**config.mk**
```make
export PLATFORM = sky130hd
export DESIGN_NAME = utc_date_to_epoch_us_top
export DESIGN_NICKNAME = d
export VERILOG_FILES = /design/src/sv/utde_pkg.sv /design/src/sv/utde_day_calc.sv /design/src/sv/utc_date_to_epoch_us_top.sv
export SDC_FILE = /design/constraint.sdc
export NUM_CORES = 2
export LEC_CHECK = 0
export BUFFER_PORTS_ARGS = -buffer_cell sky130_fd_sc_hd__buf_2
export CORE_MARGIN = 1
export CORE_UTILIZATION = 55
export DETAILED_ROUTE_END_ITERATION = 7
export PLACE_DENSITY = 0.75
export SLEW_MARGIN = 10
export SYNTH_ARGS = -nofsm -noshare
export SYNTH_HDL_FRONTEND = slang
export SYNTH_SLANG_ARGS = --single-unit
```
**constraint.sdc**
```tcl
create_clock -name clk -period 7.8 [get_ports clk]
set_input_delay 1.17 -clock clk [delete_from_list [all_inputs] [get_ports clk]]
set_output_delay 1.17 -clock clk [all_outputs]
set_load 0.02 [all_outputs]
```
**src/sv/utde_pkg.sv**
```systemverilog
// Shared types, constants and small tables for the UTC date to epoch converter.
package utde_pkg;

    // Calendar and epoch constants
    localparam logic [15:0] FIRST_YEAR      = 16'd1970;
    localparam logic [17:0] DAYS_PER_ERA    = 18'd146097;
    localparam logic [19:0] EPOCH_DAY_SHIFT = 20'd719468;
    localparam logic [41:0] MAX_SECS_RESET  = 42'd4102444800;

    // Reciprocals for division by constants (exact over the 16-bit year range)
    localparam logic [17:0] ERA_RECIP   = 18'd167773;  // floor(x/400) = (x*m) >> 26
    localparam int          ERA_SHIFT   = 26;
    localparam logic [16:0] Y25_RECIP   = 17'd83887;   // floor(x/25)  = (x*m) >> 21
    localparam int          Y25_SHIFT   = 21;

    // One input transaction, unpacked
    typedef struct packed {
        logic [15:0] year;
        logic [3:0]  month;
        logic [4:0]  day;
        logic [4:0]  hour;
        logic [5:0]  minute;
        logic [5:0]  second;
        logic [6:0]  centisecond;
    } date_t;

    // Day-count section result handed to the seconds/microseconds stages
    typedef struct packed {
        logic        ok;
        logic [24:0] days;
        logic [16:0] tsec;
        logic [6:0]  centisecond;
    } day_res_t;

    // First day of a March-based month, (153*mp+2)/5
    function automatic logic [8:0] month_start(input logic [3:0] mp);
        logic [8:0] r;
        case (mp)
            4'd0:    r = 9'd0;
            4'd1:    r = 9'd31;
            4'd2:    r = 9'd61;
            4'd3:    r = 9'd92;
            4'd4:    r = 9'd122;
            4'd5:    r = 9'd153;
            4'd6:    r = 9'd184;
            4'd7:    r = 9'd214;
            4'd8:    r = 9'd245;
            4'd9:    r = 9'd275;
            4'd10:   r = 9'd306;
            4'd11:   r = 9'd337;
            default: r = 9'd0;
        endcase
        return r;
    endfunction

    // Days in a calendar month, February follows the leap flag
    function automatic logic [4:0] month_len(input logic [3:0] m, input logic leap);
        logic [4:0] r;
        case (m)
            4'd2:    r = leap ? 5'd29 : 5'd28;
            4'd4,
            4'd6,
            4'd9,
            4'd11:   r = 5'd30;
            default: r = 5'd31;
        endcase
        return r;
    endfunction

endpackage

```
**src/sv/utde_day_calc.sv**
```systemverilog
// Date checks and civil-to-days conversion, three pipeline stages.
module utde_day_calc
    import utde_pkg::*;
(
    input  logic     clk,
    input  logic     rst_n,
    input  logic     in_valid,
    output logic     in_ready,
    input  date_t    in_date,
    output logic     out_valid,
    input  logic     out_ready,
    output day_res_t out_res
);

    // Stage enables: a stage loads when empty or when the next one moves
    logic en_a, en_b, en_c;
    logic vld_a_reg, vld_b_reg, vld_c_reg;

    assign en_c     = !vld_c_reg || out_ready;
    assign en_b     = !vld_b_reg || en_c;
    assign en_a     = !vld_a_reg || en_b;
    assign in_ready = en_a;

    always_ff @(posedge clk or negedge rst_n)
    begin
        if (!rst_n)
        begin
            vld_a_reg <= 1'b0;
            vld_b_reg <= 1'b0;
            vld_c_reg <= 1'b0;
        end
        else
        begin
            if (en_a) vld_a_reg <= in_valid;
            if (en_b) vld_b_reg <= vld_a_reg;
            if (en_c) vld_c_reg <= vld_b_reg;
        end
    end

    // Stage A: range checks, shifted year, day of year, time of day, reciprocals
    logic        ok_a_next;
    logic [15:0] ys_a_next;
    logic [3:0]  mp_a;
    logic [8:0]  doy_a_next;
    logic [16:0] tsec_a_next;
    logic [33:0] era_prod_a_next;
    logic [32:0] y25_prod_a_next;

    always_comb
    begin
        ok_a_next = (in_date.year >= FIRST_YEAR) && (in_date.month >= 4'd1) &&
                    (in_date.month <= 4'd12) && (in_date.day != 5'd0) &&
                    (in_date.hour <= 5'd23) && (in_date.minute <= 6'd59) &&
                    (in_date.second <= 6'd59) && (in_date.centisecond <= 7'd99);
        ys_a_next = in_date.year - {15'd0, (in_date.month <= 4'd2)};
        mp_a      = (in_date.month > 4'd2) ? in_date.month - 4'd3 : in_date.month + 4'd9;
        doy_a_next = month_start(mp_a) + {4'd0, in_date.day} - 9'd1;
        tsec_a_next = 17'(in_date.hour) * 17'd3600 + 17'(in_date.minute) * 17'd60 +
                      17'(in_date.second);
        era_prod_a_next = 34'(ys_a_next) * 34'(ERA_RECIP);
        y25_prod_a_next = 33'(in_date.year) * 33'(Y25_RECIP);
    end

    logic        ok_a_reg;
    logic [15:0] year_a_reg;
    logic [15:0] ys_a_reg;
    logic [3:0]  month_a_reg;
    logic [4:0]  day_a_reg;
    logic [8:0]  doy_a_reg;
    logic [16:0] tsec_a_reg;
    logic [6:0]  centi_a_reg;
    logic [33:0] era_prod_a_reg;
    logic [32:0] y25_prod_a_reg;

    always_ff @(posedge clk)
    begin
        if (en_a && in_valid)
        begin
            ok_a_reg       <= ok_a_next;
            year_a_reg     <= in_date.year;
            ys_a_reg       <= ys_a_next;
            month_a_reg    <= in_date.month;
            day_a_reg      <= in_date.day;
            doy_a_reg      <= doy_a_next;
            tsec_a_reg     <= tsec_a_next;
            centi_a_reg    <= in_date.centisecond;
            era_prod_a_reg <= era_prod_a_next;
            y25_prod_a_reg <= y25_prod_a_next;
        end
    end

    // Stage B: era split, leap rule, month length check, day of era
    logic [7:0]  era_b_next;
    logic [15:0] yoe_full;
    logic [8:0]  yoe;
    logic [11:0] q25;
    logic [15:0] r25_full;
    logic        leap_b;
    logic [14:0] yoe_c100;
    logic [17:0] doe_b_next;
    logic        ok_b_next;

    always_comb
    begin
        era_b_next = era_prod_a_reg[ERA_SHIFT +: 8];
        yoe_full   = ys_a_reg - 16'(era_b_next) * 16'd400;
        yoe        = yoe_full[8:0];
        q25        = y25_prod_a_reg[Y25_SHIFT +: 12];
        r25_full   = year_a_reg - 16'(q25) * 16'd25;
        leap_b     = (year_a_reg[1:0] == 2'd0) &&
                     ((r25_full[4:0] != 5'd0) || (year_a_reg[3:0] == 4'd0));
        yoe_c100   = 15'(yoe) * 15'd41;
        doe_b_next = 18'(yoe) * 18'd365 + 18'(yoe[8:2]) - 18'(yoe_c100[14:12]) +
                     18'(doy_a_reg);
        ok_b_next  = ok_a_reg && (day_a_reg <= month_len(month_a_reg, leap_b));
    end

    logic        ok_b_reg;
    logic [7:0]  era_b_reg;
    logic [17:0] doe_b_reg;
    logic [16:0] tsec_b_reg;
    logic [6:0]  centi_b_reg;

    always_ff @(posedge clk)
    begin
        if (en_b && vld_a_reg)
        begin
            ok_b_reg    <= ok_b_next;
            era_b_reg   <= era_b_next;
            doe_b_reg   <= doe_b_next;
            tsec_b_reg  <= tsec_a_reg;
            centi_b_reg <= centi_a_reg;
        end
    end

    // Stage C: days since 1970 from era and day of era
    logic [26:0] days_c_full;

    always_comb
    begin
        days_c_full = 27'(era_b_reg) * 27'(DAYS_PER_ERA) + 27'(doe_b_reg) -
                      27'(EPOCH_DAY_SHIFT);
    end

    day_res_t res_c_reg;

    always_ff @(posedge clk)
    begin
        if (en_c && vld_b_reg)
        begin
            res_c_reg.ok          <= ok_b_reg;
            res_c_reg.days        <= days_c_full[24:0];
            res_c_reg.tsec        <= tsec_b_reg;
            res_c_reg.centisecond <= centi_b_reg;
        end
    end

    assign out_valid = vld_c_reg;
    assign out_res   = res_c_reg;

endmodule

```
**src/sv/utc_date_to_epoch_us_top.sv**
```systemverilog
// Top level: UTC calendar time to microseconds since 1970, seven-stage pipeline.
// Each input transaction moves through stages A to G in order; stage G holds the output register.
// Throughput: one transaction per cycle; each stage holds under back-pressure and
// empty stages keep filling while the output waits.
// The multipliers (era, days*86400, seconds*10^6) set the stage split.
// Reset clears all stage valids and loads the seconds bound with 4102444800.
module utc_date_to_epoch_us_top
    import utde_pkg::*;
(
    input  logic        clk,
    input  logic        rst_n,
    // year[15:0] month[19:16] day[24:20] hour[29:25] minute[35:30]
    // second[41:36] centisecond[48:42], zero pad above
    input  logic [55:0] s_tdata,
    input  logic        s_tvalid,
    output logic        s_tready,
    // micros[61:0], zero pad above
    output logic [63:0] m_tdata,
    // ok[0]
    output logic        m_tuser,
    output logic        m_tvalid,
    input  logic        m_tready,
    input  logic        cfg_wr_en,
    input  logic [41:0] cfg_wr_data
);

    // Seconds bound register
    logic [41:0] max_secs_reg;

    always_ff @(posedge clk or negedge rst_n)
    begin
        if (!rst_n)
            max_secs_reg <= MAX_SECS_RESET;
        else if (cfg_wr_en)
            max_secs_reg <= cfg_wr_data;
    end

    // Unpack the input transaction
    date_t in_date;

    always_comb
    begin
        in_date.year        = s_tdata[15:0];
        in_date.month       = s_tdata[19:16];
        in_date.day         = s_tdata[24:20];
        in_date.hour        = s_tdata[29:25];
        in_date.minute      = s_tdata[35:30];
        in_date.second      = s_tdata[41:36];
        in_date.centisecond = s_tdata[48:42];
    end

    // Date checks and day count
    logic     day_valid;
    logic     day_ready;
    day_res_t day_res;

    utde_day_calc u_day_calc (
        .clk       (clk),
        .rst_n     (rst_n),
        .in_valid  (s_tvalid),
        .in_ready  (s_tready),
        .in_date   (in_date),
        .out_valid (day_valid),
        .out_ready (day_ready),
        .out_res   (day_res)
    );

    // Stage enables for the seconds and microseconds stages
    logic en_d, en_e, en_f, en_g;
    logic vld_d_reg, vld_e_reg, vld_f_reg, vld_g_reg;

    assign en_g      = !vld_g_reg || m_tready;
    assign en_f      = !vld_f_reg || en_g;
    assign en_e      = !vld_e_reg || en_f;
    assign en_d      = !vld_d_reg || en_e;
    assign day_ready = en_d;

    always_ff @(posedge clk or negedge rst_n)
    begin
        if (!rst_n)
        begin
            vld_d_reg <= 1'b0;
            vld_e_reg <= 1'b0;
            vld_f_reg <= 1'b0;
            vld_g_reg <= 1'b0;
        end
        else
        begin
            if (en_d) vld_d_reg <= day_valid;
            if (en_e) vld_e_reg <= vld_d_reg;
            if (en_f) vld_f_reg <= vld_e_reg;
            if (en_g) vld_g_reg <= vld_f_reg;
        end
    end

    // Stage D: days * 675 (times 128 gives days * 86400)
    logic [34:0] prod_d_reg;
    logic        ok_d_reg;
    logic [16:0] tsec_d_reg;
    logic [6:0]  centi_d_reg;

    always_ff @(posedge clk)
    begin
        if (en_d && day_valid)
        begin
            prod_d_reg  <= 35'(day_res.days) * 35'd675;
            ok_d_reg    <= day_res.ok;
            tsec_d_reg  <= day_res.tsec;
            centi_d_reg <= day_res.centisecond;
        end
    end

    // Stage E: whole seconds and bound check
    logic [41:0] secs_e_next;
    logic [41:0] secs_e_reg;
    logic        ok_e_reg;
    logic [6:0]  centi_e_reg;

    assign secs_e_next = {prod_d_reg, 7'd0} + 42'(tsec_d_reg);

    always_ff @(posedge clk)
    begin
        if (en_e && vld_d_reg)
        begin
            secs_e_reg  <= secs_e_next;
            ok_e_reg    <= ok_d_reg && (secs_e_next < max_secs_reg);
            centi_e_reg <= centi_d_reg;
        end
    end

    // Stage F: seconds * 15625 and centiseconds * 625 (scaled up later)
    logic [55:0] us_prod_f_reg;
    logic [15:0] cent_f_reg;
    logic        ok_f_reg;

    always_ff @(posedge clk)
    begin
        if (en_f && vld_e_reg)
        begin
            us_prod_f_reg <= 56'(secs_e_reg) * 56'd15625;
            cent_f_reg    <= 16'(centi_e_reg) * 16'd625;
            ok_f_reg      <= ok_e_reg;
        end
    end

    // Stage G: final sum into the output register, zero when rejected
    logic [61:0] epoch_g_next;
    logic [61:0] epoch_g_reg;
    logic        ok_g_reg;

    assign epoch_g_next = ok_f_reg ? {us_prod_f_reg, 6'd0} + 62'({cent_f_reg, 4'd0}) : '0;

    always_ff @(posedge clk)
    begin
        if (en_g && vld_f_reg)
        begin
            epoch_g_reg <= epoch_g_next;
            ok_g_reg    <= ok_f_reg;
        end
    end

    assign m_tvalid = vld_g_reg;
    assign m_tdata  = {2'd0, epoch_g_reg};
    assign m_tuser  = ok_g_reg;

endmodule

```
==> reports/results.tsv <==
stage	metric	value	unit
cells_and_area	final_layout_size_suffix_gt1_share	10.63	%
cells_and_area	final_nets	6417	
setup_path	required	8.13	ns
detailed_routing	drtIter0Drc	1200	
setup_path	critPathCaptureType	flop	
die	rows	110	
setup_path	cp_slowest_cell	fa_2	
placed_design	dpl.cell_count	5950	
cts	path_clk_slew	0.07	ns
cells_and_area	final_common_cell	inv_1	
placed_design	finalWeightedCongestion	0.8981	
outcome	status	finished clean	
sta	finalSetupViolations	0	
yosys	netlist.area_leader.share	24.85	%
setup_path	criticalPathCategory	in -> reg	
cts	cts_hold_buffers	0	
sta	fin_worst_skew	0.05067	ns
sta	fin_tns_setup	0	ns
die	initial_core_util	55.45	%
hold_path	hold_class	reg -> reg	
grt	grt_pass1_vias	33723	
cts	htree_levels	2	
sta	fin_crit_sh	97.55	%
cts	cts.sinks	462	
detailed_routing	wl	98.71	mm
cts	clockRootBuffer	clkbuf_16	
cts	cts_tree	done	
setup_path	cp-endpoint	u_day_calc.era_prod_a_reg[33]	
yosys	synth_area_leaders	edfxtp_1 (25%), ha_1 (23%), fa_1 (23%), inv_1 (7.5%), xnor2_1 (3.6%)	
setup_path	worstReg2RegStart	u_day_calc.era_prod_a_reg[26]	
yosys	ys_seq_elements	462	
sta	hold_viol	0	
cells_and_area	antennaDiodeCount	0	
cells_and_area	layout.cells.non_filler	6048	
cts	clockBufferDepth	3	
detailed_routing	vias	31830	
setup_path	cp.arrival	7.94	ns
yosys	yosysTopAreaCell	edfxtp_1	
setup_path	critPathLaunch	s_tdata[16]	
placed_design	io_buffers	156	
detailed_routing	route.detailed.wl_per_inst	16.32	um
yosys	yosysUniqueCellTypes	80	
run	maxCapViolCount	0	
yosys	netlist_instances	4499	
cells_and_area	area_growth_syn_to_layout	10.95	%
setup_path	crit_path_max_fanout	5	
grt	antenna_found_initial	3	
detailed_routing	antenna_left	0	
setup_path	reg2reg_to	u_day_calc.doe_b_reg[17]	
setup_path	reg2reg_slack	0.29	ns
detailed_routing	drt-pass1-iter-count	5	
die	die_x	303.2	um
yosys	syn-cell-area	49910	um2
yosys	synth-edff-count	413	
yosys	synth.avg_cell_area	11.09	um2
setup_path	critPathMaxStageDelay	0.56	ns
detailed_routing	drc	0	
sta	hold_slack	0.4113	ns
setup_path	startpoint_type	input port	
die	ios	170	
cells_and_area	final_cell_mix	inv_1 (991), ha_1 (909), fa_1 (551)	
cts	cts_buffers	49	
yosys	ys_seq_area_share	27.34	%
die	fp.dieH	303.2	um
die	design.die.area	91950	um2
sta	max_slew_margin	19.19	%
grt	grt_overflow	0	
placed_design	dp_hpwl	83.57	mm
cells_and_area	fin_util	61.52	%
sta	clock.fmax	131.4	MHz
cts	clkLatencyLatePin	0.62	ns
detailed_routing	post_drt_via_cell_ratio	5.263	
yosys	ys.flop_type	edfxtp_1	
grt	grtUsageTotal	22.06	%
grt	grt_max_degree	84	
cells_and_area	fill_cells	7111	
grt	grt_first_pass_wirelength	162.8	mm
sta	min_period	7.609	ns
sta	drv_slew	0	
setup_path	reg2reg_depth	35	
die	fp.coreArea	90010	um2
setup_path	cpMostUsedCell	ha_4	
sta	worst_slew_pin_slew	1.182	ns
yosys	synthArstFlopShare	10.61	%
yosys	yosys_warnings	0	
cells_and_area	largest_register_ff_count	58	
==> how the worst min path moves through the flow <==
stage                              start                   endpoint  cells after the start
2_1_floorplan      u_day_calc.out_res[0]             centi_d_reg[0]                      0
3_3_place_gp   u_day_calc.tsec_a_reg[14]  u_day_calc.tsec_b_reg[14]                      0
3_5_place_dp       u_day_calc.out_res[5]             centi_d_reg[5]                      0
4_1_cts           u_day_calc.out_res[21]             tsec_d_reg[14]                      0
5_1_grt         u_day_calc.tsec_b_reg[9]     u_day_calc.out_res[16]                      0
6_report          u_day_calc.out_res[21]             tsec_d_reg[14]                      0
==> final cells by class <==
cell class                 count  area (um2)  area share [%]
sequential                   462       13640           24.64
inverter                     996        3741           6.756
clock buffer                  56        1252           2.262
clock inverter                33       397.9          0.7185
timing repair buffer         320        2022           3.651
multi-input combinational   3005       32850           59.32
tap                         1176        1471           2.657
==> Yosys cell counts (15+ instances only) <==
library cell and count:
xor2_1 85, and2_1 57, a21oi_1 189, a21o_1 96
nand2b_1 25, xnor2_1 207, and3_1 35, or3_1 15
clkbuf_1 30, edfxtp_1 413, fa_1 562, o21ai_0 127
nand3_1 60, nor2_1 116, a31oi_1 17, inv_1 996
dfrtp_1 36, ha_1 918, nand2_1 151, nor3_1 43
nor2b_1 34, nand4_1 31, o21bai_1 33, o21a_1 16
==> critical path: cells and delay by family <==
family                     cells  cell delay [ns]
AOI/OAI and AO/OA              7             1.40
xor gates and xnor gates       3             0.56
adders and majority gates      9             3.22
buffers and inverters          3             0.32
and+or+nand+nor                9             1.26
==> routing by layer <==
layer	up-vias	wire (um)	part of all wire, %	track usage, %
met5	-	41	0.042	0
met4	6	2788	2.8	6.437
met3	176	2481	2.5	1.978
met2	458	53560	54	42.57
met1	15591	39840	40	25.67
li1	15599	-	-	-
==> metrics by stage <==
| stage | setup slack, ns | cell area [um2] |
|---|---|---|
| floorplan | -0.2586 | 50140 |
| global route | -0.05770 | 55380 |
| detailed placement | -1.089 | 53390 |
| finish | 0.1908 | 55380 |
| CTS | 0.004674 | 55140 |
| global placement | -0.8725 | 53390 |
==> kinds of logic (layout without fill, tap and decap cells) <==
group | Yosys count | count (layout) | share of synthesized area [%]
AOI/OAI and AO/OA | 589 | 589 | 7.498
xor gates and xnor gates | 292 | 292 | 5.124
adders and majority gates | 1480 | 1480 | 45.56
buffers and inverters | 1037 | 1405 | 7.849
DFF | 462 | 462 | 27.34
muxes | 7 | 7 | 0.1429
other | 1 | 6 | 0.007513
and+or+nand+nor | 631 | 631 | 6.485
==> what timing repair did <==
action | CTS | global route
buffers inserted | 4 | 6
pin swaps | 10 | 43
setup endpoints to repair | 12 | 13
gates resized for setup | 14 | 49
Power is not shown: default switching activity piles up to over one toggle a cycle in this logic, so the estimate is an artifact.
